### src/hdl/binary_frame_deframer_core_defines.svh
// ----------------------------------------------------------------------------
// Binary frame deframer assertion macros
// Assertion helpers shared by the deframer RTL; they compile to nothing
// when SYNTHESIS is defined.
// ----------------------------------------------------------------------------
`ifndef BINARY_FRAME_DEFRAMER_CORE_DEFINES_SVH
`define BINARY_FRAME_DEFRAMER_CORE_DEFINES_SVH

`ifndef SYNTHESIS
// The expression must never be true outside reset.
`define BFD_ASSERT_NEVER(lbl, clk, rst, expr) \
  lbl: assert property (@(posedge clk) disable iff (rst) !(expr)) \
    else $error("deframer assertion failed");
// The consequent must hold in the same cycle as the antecedent.
`define BFD_ASSERT_IMPLIES(lbl, clk, rst, ante, cons) \
  lbl: assert property (@(posedge clk) disable iff (rst) (ante) |-> (cons)) \
    else $error("deframer assertion failed");
// The consequent must hold in the cycle after the antecedent.
`define BFD_ASSERT_NEXT(lbl, clk, rst, ante, cons) \
  lbl: assert property (@(posedge clk) disable iff (rst) (ante) |=> (cons)) \
    else $error("deframer assertion failed");
`else
`define BFD_ASSERT_NEVER(lbl, clk, rst, expr)
`define BFD_ASSERT_IMPLIES(lbl, clk, rst, ante, cons)
`define BFD_ASSERT_NEXT(lbl, clk, rst, ante, cons)
`endif

`endif

### src/hdl/bfd_pkg.sv
// ----------------------------------------------------------------------------
// Binary frame deframer package
// Sizes, register indexes, status codes and the command word that passes
// from the parser to the emitter.
// ----------------------------------------------------------------------------
package bfd_pkg;

  // Payload buffer size and the widths that follow from it.
  localparam int MAX_PAYLOAD = 64;
  localparam int IDX_W       = $clog2(MAX_PAYLOAD);
  localparam int PLEN_W      = $clog2(MAX_PAYLOAD + 1);
  localparam int BYTE_W      = 8;
  localparam int CNT_W       = 32;
  localparam int LEN_W       = 16;

  // Command queue between parser and emitter.
  localparam int QUEUE_DEPTH = 2;

  // Configuration port.
  localparam int CFG_IDX_W = 8;
  localparam logic [CFG_IDX_W-1:0] REG_START_FIRST  = CFG_IDX_W'(0);
  localparam logic [CFG_IDX_W-1:0] REG_START_SECOND = CFG_IDX_W'(1);
  localparam logic [CFG_IDX_W-1:0] REG_END_FIRST    = CFG_IDX_W'(2);
  localparam logic [CFG_IDX_W-1:0] REG_END_SECOND   = CFG_IDX_W'(3);

  localparam logic [BYTE_W-1:0] RST_START_FIRST  = 8'hA0;
  localparam logic [BYTE_W-1:0] RST_START_SECOND = 8'hA1;
  localparam logic [BYTE_W-1:0] RST_END_FIRST    = 8'h0D;
  localparam logic [BYTE_W-1:0] RST_END_SECOND   = 8'h0A;

  // Result status codes.
  typedef enum logic [1:0] {
    STATUS_MORE  = 2'd0,
    STATUS_ERROR = 2'd1,
    STATUS_READY = 2'd2
  } status_t;

  // One command per accepted input beat.
  typedef struct packed {
    status_t             kind;
    logic [PLEN_W-1:0]   plen;
    logic [BYTE_W-1:0]   csum;
    logic [CNT_W-1:0]    good_cnt;
    logic [CNT_W-1:0]    bad_cnt;
  } cmd_t;

endpackage

### src/hdl/bfd_ram.sv
// ----------------------------------------------------------------------------
// Generic RAM
// Single write port, single read port with registered read data.
// ----------------------------------------------------------------------------
module bfd_ram #(
  parameter int WIDTH = 8,
  parameter int DEPTH = 64
) (
  input  logic                     clk,
  input  logic                     we,
  input  logic [$clog2(DEPTH)-1:0] waddr,
  input  logic [WIDTH-1:0]         wdata,
  input  logic                     re,
  input  logic [$clog2(DEPTH)-1:0] raddr,
  output logic [WIDTH-1:0]         rdata
);

  logic [WIDTH-1:0] mem [DEPTH];

  // Write and registered read; read data holds while re is low.
  always_ff @(posedge clk) begin
    if (we) begin
      mem[waddr] <= wdata;
    end
    if (re) begin
      rdata <= mem[raddr];
    end
  end

endmodule

### src/hdl/bfd_cmd_fifo.sv
// ----------------------------------------------------------------------------
// Deframer command queue
// Short register queue that decouples the parser from the emitter.
// ----------------------------------------------------------------------------
module bfd_cmd_fifo (
  input  logic          clk,
  input  logic          rst,
  input  logic          push,
  input  bfd_pkg::cmd_t push_cmd,
  output logic          full,
  input  logic          pop,
  output logic          head_valid,
  output bfd_pkg::cmd_t head_cmd
);

  localparam int PTR_W = (bfd_pkg::QUEUE_DEPTH > 1) ? $clog2(bfd_pkg::QUEUE_DEPTH) : 1;
  localparam int CNT_W = $clog2(bfd_pkg::QUEUE_DEPTH + 1);
  localparam logic [PTR_W-1:0] LAST_PTR = PTR_W'(bfd_pkg::QUEUE_DEPTH - 1);

  bfd_pkg::cmd_t    entries [bfd_pkg::QUEUE_DEPTH];
  logic [PTR_W-1:0] wr_ptr;
  logic [PTR_W-1:0] rd_ptr;
  logic [CNT_W-1:0] count;

  assign full       = (count == CNT_W'(bfd_pkg::QUEUE_DEPTH));
  assign head_valid = (count != '0);
  assign head_cmd   = entries[rd_ptr];

  // Storage has no reset.
  always_ff @(posedge clk) begin
    if (push) begin
      entries[wr_ptr] <= push_cmd;
    end
  end

  // Pointers and fill level.
  always_ff @(posedge clk) begin
    if (rst) begin
      wr_ptr <= '0;
      rd_ptr <= '0;
      count  <= '0;
    end else begin
      if (push) begin
        wr_ptr <= (wr_ptr == LAST_PTR) ? '0 : wr_ptr + PTR_W'(1);
      end
      if (pop) begin
        rd_ptr <= (rd_ptr == LAST_PTR) ? '0 : rd_ptr + PTR_W'(1);
      end
      if (push && !pop) begin
        count <= count + CNT_W'(1);
      end else if (pop && !push) begin
        count <= count - CNT_W'(1);
      end
    end
  end

endmodule

### src/hdl/bfd_parser.sv
// ----------------------------------------------------------------------------
// Deframer parser
// Front end: takes input beats, tracks the frame phase, stores the payload,
// keeps the running XOR and frame counters, and queues one command per beat.
// ----------------------------------------------------------------------------
module bfd_parser (
  input  logic                              clk,
  input  logic                              rst,
  // Input byte channel.
  input  logic                              in_valid,
  output logic                              in_ready,
  input  logic [bfd_pkg::BYTE_W-1:0]        rx_byte,
  // Configuration writes.
  input  logic                              cfg_valid,
  output logic                              cfg_ready,
  input  logic [bfd_pkg::CFG_IDX_W-1:0]     cfg_index,
  input  logic [bfd_pkg::BYTE_W-1:0]        cfg_data,
  // Command queue.
  output logic                              push,
  output bfd_pkg::cmd_t                     push_cmd,
  input  logic                              q_full,
  // Payload buffer write port.
  output logic                              ram_we,
  output logic [bfd_pkg::IDX_W-1:0]         ram_waddr,
  output logic [bfd_pkg::BYTE_W-1:0]        ram_wdata,
  // Emitter finished reading the buffer.
  input  logic                              emit_done
);

  typedef enum logic [7:0] {
    PH_SOF0 = 8'b0000_0001,
    PH_SOF1 = 8'b0000_0010,
    PH_LENH = 8'b0000_0100,
    PH_LENL = 8'b0000_1000,
    PH_DATA = 8'b0001_0000,
    PH_CSUM = 8'b0010_0000,
    PH_EOF0 = 8'b0100_0000,
    PH_EOF1 = 8'b1000_0000
  } phase_t;

  phase_t                         phase, phase_next;
  logic [bfd_pkg::BYTE_W-1:0]     start_first, start_second, end_first, end_second;
  logic [bfd_pkg::BYTE_W-1:0]     len_hi;
  logic [bfd_pkg::PLEN_W-1:0]     exp_len, exp_len_next;
  logic [bfd_pkg::PLEN_W-1:0]     fill, fill_next;
  logic [bfd_pkg::BYTE_W-1:0]     run_xor, run_xor_next;
  logic [bfd_pkg::BYTE_W-1:0]     csum;
  logic [bfd_pkg::CNT_W-1:0]      good_cnt, good_cnt_next;
  logic [bfd_pkg::CNT_W-1:0]      bad_cnt, bad_cnt_next;
  logic                           hold;
  logic                           accept;
  logic [bfd_pkg::LEN_W-1:0]      len_full;
  logic                           len_bad;
  logic [bfd_pkg::PLEN_W-1:0]     fill_inc;
  bfd_pkg::status_t               kind;

  // The buffer belongs to the emitter from a good frame until its run ends.
  assign in_ready  = !q_full && !hold;
  assign accept    = in_valid && in_ready;
  assign cfg_ready = 1'b1;

  assign len_full = {len_hi, rx_byte};
  assign len_bad  = (len_full == '0) ||
                    (len_full > bfd_pkg::LEN_W'(bfd_pkg::MAX_PAYLOAD));
  assign fill_inc = fill + bfd_pkg::PLEN_W'(1);

  // Phase decode for one input beat.
  always_comb begin
    phase_next    = phase;
    exp_len_next  = exp_len;
    fill_next     = fill;
    run_xor_next  = run_xor;
    good_cnt_next = good_cnt;
    bad_cnt_next  = bad_cnt;
    kind          = bfd_pkg::STATUS_MORE;
    ram_we        = 1'b0;
    unique case (phase)
      PH_SOF0: begin
        if (rx_byte == start_first) begin
          phase_next = PH_SOF1;
        end
      end
      PH_SOF1: begin
        if (rx_byte == start_second) begin
          phase_next = PH_LENH;
        end else if (rx_byte != start_first) begin
          phase_next = PH_SOF0;
        end
      end
      PH_LENH: begin
        phase_next = PH_LENL;
      end
      PH_LENL: begin
        fill_next    = '0;
        run_xor_next = '0;
        exp_len_next = len_full[bfd_pkg::PLEN_W-1:0];
        if (len_bad) begin
          bad_cnt_next = bad_cnt + bfd_pkg::CNT_W'(1);
          kind         = bfd_pkg::STATUS_ERROR;
          phase_next   = PH_SOF0;
        end else begin
          phase_next = PH_DATA;
        end
      end
      PH_DATA: begin
        ram_we       = accept;
        run_xor_next = run_xor ^ rx_byte;
        fill_next    = fill_inc;
        if (fill_inc >= exp_len) begin
          phase_next = PH_CSUM;
        end
      end
      PH_CSUM: begin
        phase_next = PH_EOF0;
      end
      PH_EOF0: begin
        if (rx_byte != end_first) begin
          bad_cnt_next = bad_cnt + bfd_pkg::CNT_W'(1);
          kind         = bfd_pkg::STATUS_ERROR;
          phase_next   = PH_SOF0;
        end else begin
          phase_next = PH_EOF1;
        end
      end
      PH_EOF1: begin
        phase_next = PH_SOF0;
        if (rx_byte != end_second || run_xor != csum) begin
          bad_cnt_next = bad_cnt + bfd_pkg::CNT_W'(1);
          kind         = bfd_pkg::STATUS_ERROR;
        end else begin
          good_cnt_next = good_cnt + bfd_pkg::CNT_W'(1);
          kind          = bfd_pkg::STATUS_READY;
        end
      end
      default: begin
        phase_next = PH_SOF0;
      end
    endcase
  end

  // Payload write and command for the queue.
  assign ram_waddr = fill[bfd_pkg::IDX_W-1:0];
  assign ram_wdata = rx_byte;
  assign push      = accept;
  always_comb begin
    push_cmd          = '0;
    push_cmd.kind     = kind;
    push_cmd.plen     = exp_len;
    push_cmd.csum     = csum;
    push_cmd.good_cnt = good_cnt_next;
    push_cmd.bad_cnt  = bad_cnt_next;
  end

  // Configuration registers.
  always_ff @(posedge clk) begin
    if (rst) begin
      start_first  <= bfd_pkg::RST_START_FIRST;
      start_second <= bfd_pkg::RST_START_SECOND;
      end_first    <= bfd_pkg::RST_END_FIRST;
      end_second   <= bfd_pkg::RST_END_SECOND;
    end else if (cfg_valid) begin
      if (cfg_index == bfd_pkg::REG_START_FIRST) begin
        start_first <= cfg_data;
      end
      if (cfg_index == bfd_pkg::REG_START_SECOND) begin
        start_second <= cfg_data;
      end
      if (cfg_index == bfd_pkg::REG_END_FIRST) begin
        end_first <= cfg_data;
      end
      if (cfg_index == bfd_pkg::REG_END_SECOND) begin
        end_second <= cfg_data;
      end
    end
  end

  // Parse state and counters.
  always_ff @(posedge clk) begin
    if (rst) begin
      phase    <= PH_SOF0;
      len_hi   <= '0;
      exp_len  <= '0;
      fill     <= '0;
      run_xor  <= '0;
      csum     <= '0;
      good_cnt <= '0;
      bad_cnt  <= '0;
      hold     <= 1'b0;
    end else begin
      if (accept) begin
        phase    <= phase_next;
        exp_len  <= exp_len_next;
        fill     <= fill_next;
        run_xor  <= run_xor_next;
        good_cnt <= good_cnt_next;
        bad_cnt  <= bad_cnt_next;
        if (phase == PH_LENH) begin
          len_hi <= rx_byte;
        end
        if (phase == PH_CSUM) begin
          csum <= rx_byte;
        end
      end
      if (accept && kind == bfd_pkg::STATUS_READY) begin
        hold <= 1'b1;
      end else if (emit_done) begin
        hold <= 1'b0;
      end
    end
  end

endmodule

### src/hdl/bfd_emitter.sv
// ----------------------------------------------------------------------------
// Deframer emitter
// Back end: pops commands, gives one result for a status beat and a run of
// results read from the payload buffer for a good frame.
// ----------------------------------------------------------------------------
`include "binary_frame_deframer_core_defines.svh"

module bfd_emitter (
  input  logic                          clk,
  input  logic                          rst,
  // Command queue.
  input  logic                          q_valid,
  input  bfd_pkg::cmd_t                 q_cmd,
  output logic                          q_pop,
  // Payload buffer read port.
  output logic                          ram_re,
  output logic [bfd_pkg::IDX_W-1:0]     ram_raddr,
  input  logic [bfd_pkg::BYTE_W-1:0]    ram_rdata,
  output logic                          emit_done,
  // Result channel.
  output logic                          out_valid,
  input  logic                          out_ready,
  output logic [1:0]                    status,
  output logic [bfd_pkg::BYTE_W-1:0]    payload_byte,
  output logic [bfd_pkg::IDX_W-1:0]     byte_index,
  output logic [bfd_pkg::PLEN_W-1:0]    payload_length,
  output logic [bfd_pkg::BYTE_W-1:0]    checksum_value,
  output logic                          last,
  output logic [bfd_pkg::CNT_W-1:0]     good_frame_count,
  output logic [bfd_pkg::CNT_W-1:0]     bad_frame_count
);

  typedef enum logic [2:0] {
    B_IDLE = 3'b001,
    B_READ = 3'b010,
    B_LOAD = 3'b100
  } bstate_t;

  bstate_t                      state;
  bfd_pkg::cmd_t                act;
  logic [bfd_pkg::IDX_W-1:0]    rd_idx;
  logic                         slot_free;
  logic                         is_last;
  logic                         load_single;

  assign slot_free   = !out_valid || out_ready;
  assign is_last     = (({1'b0, rd_idx} + bfd_pkg::PLEN_W'(1)) == act.plen);
  assign load_single = (state == B_IDLE) && q_valid && slot_free &&
                       (q_cmd.kind != bfd_pkg::STATUS_READY);
  assign q_pop       = (state == B_IDLE) && q_valid &&
                       (slot_free || q_cmd.kind == bfd_pkg::STATUS_READY);
  assign ram_re      = (state == B_READ);
  assign ram_raddr   = rd_idx;
  assign emit_done   = (state == B_LOAD) && slot_free && is_last;

  // Run sequencer: one buffer read, then one output load, per payload byte.
  always_ff @(posedge clk) begin
    if (rst) begin
      state  <= B_IDLE;
      rd_idx <= '0;
    end else begin
      unique case (state)
        B_IDLE: begin
          if (q_valid && q_cmd.kind == bfd_pkg::STATUS_READY) begin
            rd_idx <= '0;
            state  <= B_READ;
          end
        end
        B_READ: begin
          state <= B_LOAD;
        end
        B_LOAD: begin
          if (slot_free) begin
            if (is_last) begin
              state <= B_IDLE;
            end else begin
              rd_idx <= rd_idx + bfd_pkg::IDX_W'(1);
              state  <= B_READ;
            end
          end
        end
        default: begin
          state <= B_IDLE;
        end
      endcase
    end
  end

  // Active good-frame command.
  always_ff @(posedge clk) begin
    if (state == B_IDLE && q_valid && q_cmd.kind == bfd_pkg::STATUS_READY) begin
      act <= q_cmd;
    end
  end

  // Output register valid flag.
  always_ff @(posedge clk) begin
    if (rst) begin
      out_valid <= 1'b0;
    end else if (load_single || ((state == B_LOAD) && slot_free)) begin
      out_valid <= 1'b1;
    end else if (out_ready) begin
      out_valid <= 1'b0;
    end
  end

  // Output register payload.
  always_ff @(posedge clk) begin
    if (load_single) begin
      status           <= q_cmd.kind;
      payload_byte     <= '0;
      byte_index       <= '0;
      payload_length   <= '0;
      checksum_value   <= '0;
      last             <= 1'b1;
      good_frame_count <= q_cmd.good_cnt;
      bad_frame_count  <= q_cmd.bad_cnt;
    end else if ((state == B_LOAD) && slot_free) begin
      status           <= bfd_pkg::STATUS_READY;
      payload_byte     <= ram_rdata;
      byte_index       <= rd_idx;
      payload_length   <= act.plen;
      checksum_value   <= act.csum;
      last             <= is_last;
      good_frame_count <= act.good_cnt;
      bad_frame_count  <= act.bad_cnt;
    end
  end

  // Checks on the run sequencer.
  `BFD_ASSERT_NEVER(a_idx_in_run, clk, rst, (state != B_IDLE) && ({1'b0, rd_idx} >= act.plen))
  `BFD_ASSERT_IMPLIES(a_pop_nonempty, clk, rst, q_pop, q_valid)
  `BFD_ASSERT_NEXT(a_done_idle, clk, rst, emit_done, state == B_IDLE)
  `BFD_ASSERT_NEXT(a_done_last, clk, rst, emit_done, out_valid && last)

endmodule

### src/hdl/binary_frame_deframer_core.sv
// ----------------------------------------------------------------------------
// Binary frame deframer core
// Finds sync-delimited, length-prefixed, XOR-checked frames in a byte stream
// and emits each good frame's payload as a run of result beats.
//
//   Channel   Handshake              Payload
//   input     in_valid / in_ready    rx_byte
//   result    out_valid / out_ready  status ... bad_frame_count
//   config    cfg_valid / cfg_ready  cfg_index, cfg_data
//
// An input beat is taken whenever the command queue has room, except while
// a good frame's run holds the buffer: input stalls from the end of a good
// frame until its last payload byte is loaded, since the parser and run
// share the buffer. A run reads each payload byte, then loads it for output.
// Reset clears control state only; the payload buffer is not cleared.
// Either side may stall; the queue and the output register absorb it.
// ----------------------------------------------------------------------------
module binary_frame_deframer_core (
  input  logic                              clk,
  input  logic                              rst,
  input  logic                              in_valid,
  output logic                              in_ready,
  input  logic [bfd_pkg::BYTE_W-1:0]        rx_byte,
  input  logic                              cfg_valid,
  output logic                              cfg_ready,
  input  logic [bfd_pkg::CFG_IDX_W-1:0]     cfg_index,
  input  logic [bfd_pkg::BYTE_W-1:0]        cfg_data,
  output logic                              out_valid,
  input  logic                              out_ready,
  output logic [1:0]                        status,
  output logic [bfd_pkg::BYTE_W-1:0]        payload_byte,
  output logic [bfd_pkg::IDX_W-1:0]         byte_index,
  output logic [bfd_pkg::PLEN_W-1:0]        payload_length,
  output logic [bfd_pkg::BYTE_W-1:0]        checksum_value,
  output logic                              last,
  output logic [bfd_pkg::CNT_W-1:0]         good_frame_count,
  output logic [bfd_pkg::CNT_W-1:0]         bad_frame_count
);

  logic                          push;
  bfd_pkg::cmd_t                 push_cmd;
  logic                          q_full;
  logic                          q_pop;
  logic                          q_valid;
  bfd_pkg::cmd_t                 q_cmd;
  logic                          ram_we;
  logic [bfd_pkg::IDX_W-1:0]     ram_waddr;
  logic [bfd_pkg::BYTE_W-1:0]    ram_wdata;
  logic                          ram_re;
  logic [bfd_pkg::IDX_W-1:0]     ram_raddr;
  logic [bfd_pkg::BYTE_W-1:0]    ram_rdata;
  logic                          emit_done;

  // Front end.
  bfd_parser u_parser (
    .clk       (clk),
    .rst       (rst),
    .in_valid  (in_valid),
    .in_ready  (in_ready),
    .rx_byte   (rx_byte),
    .cfg_valid (cfg_valid),
    .cfg_ready (cfg_ready),
    .cfg_index (cfg_index),
    .cfg_data  (cfg_data),
    .push      (push),
    .push_cmd  (push_cmd),
    .q_full    (q_full),
    .ram_we    (ram_we),
    .ram_waddr (ram_waddr),
    .ram_wdata (ram_wdata),
    .emit_done (emit_done)
  );

  // Command queue.
  bfd_cmd_fifo u_fifo (
    .clk        (clk),
    .rst        (rst),
    .push       (push),
    .push_cmd   (push_cmd),
    .full       (q_full),
    .pop        (q_pop),
    .head_valid (q_valid),
    .head_cmd   (q_cmd)
  );

  // Payload buffer.
  bfd_ram #(
    .WIDTH (bfd_pkg::BYTE_W),
    .DEPTH (bfd_pkg::MAX_PAYLOAD)
  ) u_ram (
    .clk   (clk),
    .we    (ram_we),
    .waddr (ram_waddr),
    .wdata (ram_wdata),
    .re    (ram_re),
    .raddr (ram_raddr),
    .rdata (ram_rdata)
  );

  // Back end.
  bfd_emitter u_emitter (
    .clk              (clk),
    .rst              (rst),
    .q_valid          (q_valid),
    .q_cmd            (q_cmd),
    .q_pop            (q_pop),
    .ram_re           (ram_re),
    .ram_raddr        (ram_raddr),
    .ram_rdata        (ram_rdata),
    .emit_done        (emit_done),
    .out_valid        (out_valid),
    .out_ready        (out_ready),
    .status           (status),
    .payload_byte     (payload_byte),
    .byte_index       (byte_index),
    .payload_length   (payload_length),
    .checksum_value   (checksum_value),
    .last             (last),
    .good_frame_count (good_frame_count),
    .bad_frame_count  (bad_frame_count)
  );

endmodule
### config.mk
export PLATFORM = sky130hd
export DESIGN_NAME = binary_frame_deframer_core
export DESIGN_NICKNAME = d
export VERILOG_FILES = /design/src/hdl/bfd_pkg.sv /design/src/hdl/bfd_ram.sv /design/src/hdl/bfd_cmd_fifo.sv /design/src/hdl/bfd_parser.sv /design/src/hdl/bfd_emitter.sv /design/src/hdl/binary_frame_deframer_core.sv
export VERILOG_INCLUDE_DIRS = /design/src /design/src/hdl
export SDC_FILE = /design/constraint.sdc
export NUM_CORES = 1
export LEC_CHECK = 0
export ABC_CLOCK_PERIOD_IN_PS = 14300
export BUFFER_PORTS_ARGS = -buffer_cell sky130_fd_sc_hd__buf_2
export CAP_MARGIN = 20
export CORE_MARGIN = 4
export CORE_UTILIZATION = 55
export DETAILED_ROUTE_END_ITERATION = 10
export GPL_ROUTABILITY_DRIVEN = 0
export PLACE_DENSITY = 0.72
export SLEW_MARGIN = 20
export SYNTH_ARGS = -nofsm -noshare
export SYNTH_HDL_FRONTEND = slang
export SYNTH_SLANG_ARGS = --single-unit
### constraint.sdc
create_clock -name clk -period 14.3 [get_ports clk]
set_input_delay 0.715 -clock clk [delete_from_list [all_inputs] [get_ports clk]]
set_output_delay 0.715 -clock clk [all_outputs]
set_load 0.01 [all_outputs]
==> impl_metrics.tcl <==
set metrics [dict create \
    root_buffer "clkbuf_16" \
    numPortBuffers 126 \
    syn_area_um2 41050 \
    fp.coreArea_um2 73450 \
    synth-simple-area-share 0.07949 \
    grt_max_degree 117 \
    syn_avg_cell_area_um2 15.89 \
    synthFlopType "edfxtp_1" \
    crit_required_ps 14580 \
    drc 0 \
    setup_viol 0 \
    nets 2738 \
    synth_cell_type_count 67 \
    yosys.area_share.xor_xnor 0.02944 \
    hold_class "in2reg" \
    critical_path_class "reg2reg" \
    diodes 0 \
    drt-pass1-iter-count 5 \
    synth_compound_area_frac 0.03475 \
    rows 99 \
    fin_hold_ws_ps 318.1 \
    rsz0062_at_grt "false" \
    wirelength_um 87940 \
    regToRegStartpoint "u_parser.phase[3]" \
    worst_hold_path.num_cells 2 \
    power_density_nw_per_um2 147.1 \
    p_leak_nw 14.53 \
    crit_top_cell "nor2_1" \
    hp-start "cfg_data[0]" \
    drive_above_1_share 0.2331 \
    grt_pass1_vias 23000 \
    dpl.hpwl_um 53800 \
    cp_num_buf_inv 0 \
    ant_nets 0 \
    clk-insertion-delay-late_ps 670 \
    peakVddDrop_v 0.0001479 \
    synth_edf_count 827 \
    period_needed_ps 4092 \
    end_kind "flip-flop" \
    worst_pin_slew_ps 1138 \
    power_mw 6.747 \
    drv_cap 0 \
    die_y_um 281.2 \
    r2r_slack_ps 10210 \
    ys_seq_elements 1015 \
    fin_util 0.6244 \
    layout_common_cells "827 x edfxtp_1, 196 x nor2_1, 184 x dfxtp_1" \
    cts_tree "done" \
    synthArstFlopShare 0 \
    cts_sinks 1015 \
    synth_fa_ha_area_frac 0.003658 \
    grt-ovfl-total 0 \
    synth_top_family_by_area "multiplexers" \
    fin_crit_sh 0.2862 \
    grt_pass1_wl_um 135300 \
    clockBufferDepth 3 \
    r2r_end "u_ram.mem[44][1]" \
    max_freq_ghz 0.2444 \
    post_cts_buffers 0 \
    synth-seq-area-share 0.6966 \
    antenna_found_initial 0 \
    cts-buffers-inserted 102 \
    vias 22970 \
    synth_nets 2624 \
    clkTransAtPathRegs_ps 60 \
    initial_core_util 0.5589 \
    slowest_delay_ps 920 \
    yosysTopAreaCellShare 0.6050 \
    vias_per_cell 6.137 \
    track_usage 0.2217 \
    ios 128 \
    fp.dieW_um 281.2 \
    dieArea_um2 79070 \
    cts_resized 0 \
    layout-area-overhead-vs-synth_pct 11.73 \
    crit_arrival_ps 4370 \
    yosysWarnings 0 \
    hold_viol_final 0 \
    clock_skew_ps 21.52 \
    drt-initial-drc-count 2421 \
    timing.slew.headroom 0.2385 \
    final_common_cell "edfxtp_1" \
    setup_tns_ps 0 \
    crit_slowest_cell "nor2_1" \
    cp_cell_sequence "nor4_1 -> nand4b_1 -> nor2_1 -> nand3_1 -> nor2_1" \
    wl_per_cell_um 23.49 \
    critPathLaunchType "flip-flop" \
    path_max_fanout 12 \
    min_to "u_parser.end_first[0]" \
    synth_area_leaders "edfxtp_1 60%, dfxtp_1 9.2%, mux4_2 8.8%, mux2_2 4.1%, nor2_1 1.8%" \
    synthCells 2583 \
    synth.area.mux_share 0.1389 \
    path_delay_family "simple AND/OR/NAND/NOR gates" \
    status "finished clean" \
    reg2reg_depth 5 \
    maxSlewViolCount 0 \
    yosysTopAreaCell "edfxtp_1" \
    hold_buffers 0 \
    h-tree-depth 3 \
]
==> cells in the mapped netlist, types with 15 or more instances <==
cell / n
edfxtp_1: 827
nor2_1: 200
dfxtp_1: 188
mux4_2: 160
mux2_2: 149
nand2_1: 143
clkbuf_1: 109
a21oi_1: 102
xor2_1: 73
xnor2_1: 65
nand3_1: 50
or3_1: 50
o21ai_0: 44
mux2i_1: 42
nor3_1: 39
nand4_1: 37
buf_1: 32
or4_1: 31
inv_1: 29
a22oi_1: 20
o31ai_1: 20
nor4_1: 17
nor2b_1: 15
==> state kept, by name, indices dropped and copies added, names as in the netlist, 32 cells and up, named ones only <==
register,cells
u_emitter.bad_frame_count,32
u_emitter.act,79
u_emitter.good_frame_count,32
u_parser.good_cnt,32
u_fifo.entries,162
u_parser.bad_cnt,32
u_ram.mem,512
==> worst reg2reg max path, delay by kind of cell, from the launching register on <==
kind | cells | cell delay, ps
flops | 1 | 390
simple gates | 5 | 3310
==> worst max path at each step <==
stage	start	endpoint	slack, ps	cells after the start
floorplan	flip-flop	u_fifo.count[1]	6360	8
global placement	rx_byte[4]	u_parser.good_cnt[28]	9910	9
detailed placement	rx_byte[4]	u_parser.good_cnt[18]	9740	9
CTS	u_parser.phase[3]	u_ram.mem[28][1]	10360	5
global route	u_parser.phase[3]	u_ram.mem[28][1]	10100	5
finish	u_parser.phase[3]	u_ram.mem[44][1]	10210	5
==> kinds of logic (layout without fill, tap and decap cells) <==
logic type      after synthesis  after routing
buf+inv                     179            380
xor+xnor                    138            138
flops                      1015           1015
other cells                   1              1
compound gates              233            233
simple gates                654            654
mux                         351            351
fa+ha+maj                    12             12
==> routing by layer <==
layer  GRT usage  wire length (um)
met5           0                 0
met4     0.06809              2397
met1      0.3142             36290
met3     0.03165              6141
met2      0.3622             43110
==> metrics by stage <==
step | worst slack [ps] | instance area [um2] | instances
final | 10210 | 45870 | 3743
after detailed placement | 9742 | 42590 | 3550
after global routing | 10100 | 45870 | 3743
after CTS | 10360 | 45830 | 3741
after global placement | 9911 | 42590 | 3550
after floorplan | 6359 | 41050 | 2583
==> final cells by class <==
class	instances	area [um2]
clock buffer	141	2769
clock inverter	50	466.7
fill	5190	27590
inverter	29	108.9
multi-input combinational	1389	11800
sequential	1015	28610
tap	959	1200
timing repair buffer	160	912.1
==> power by group <==
part | total, mW | switching, mW | internal [mW] | leakage [nW]
Combinational | 0.667 | 0.405 | 0.262 | 3.98
Sequential | 3.53 | 0.0528 | 3.48 | 8.98
Clock | 2.55 | 1.11 | 1.44 | 1.57
Total | 6.75 | 1.57 | 5.18 | 14.5
Power figures use the tool's default switching activity.
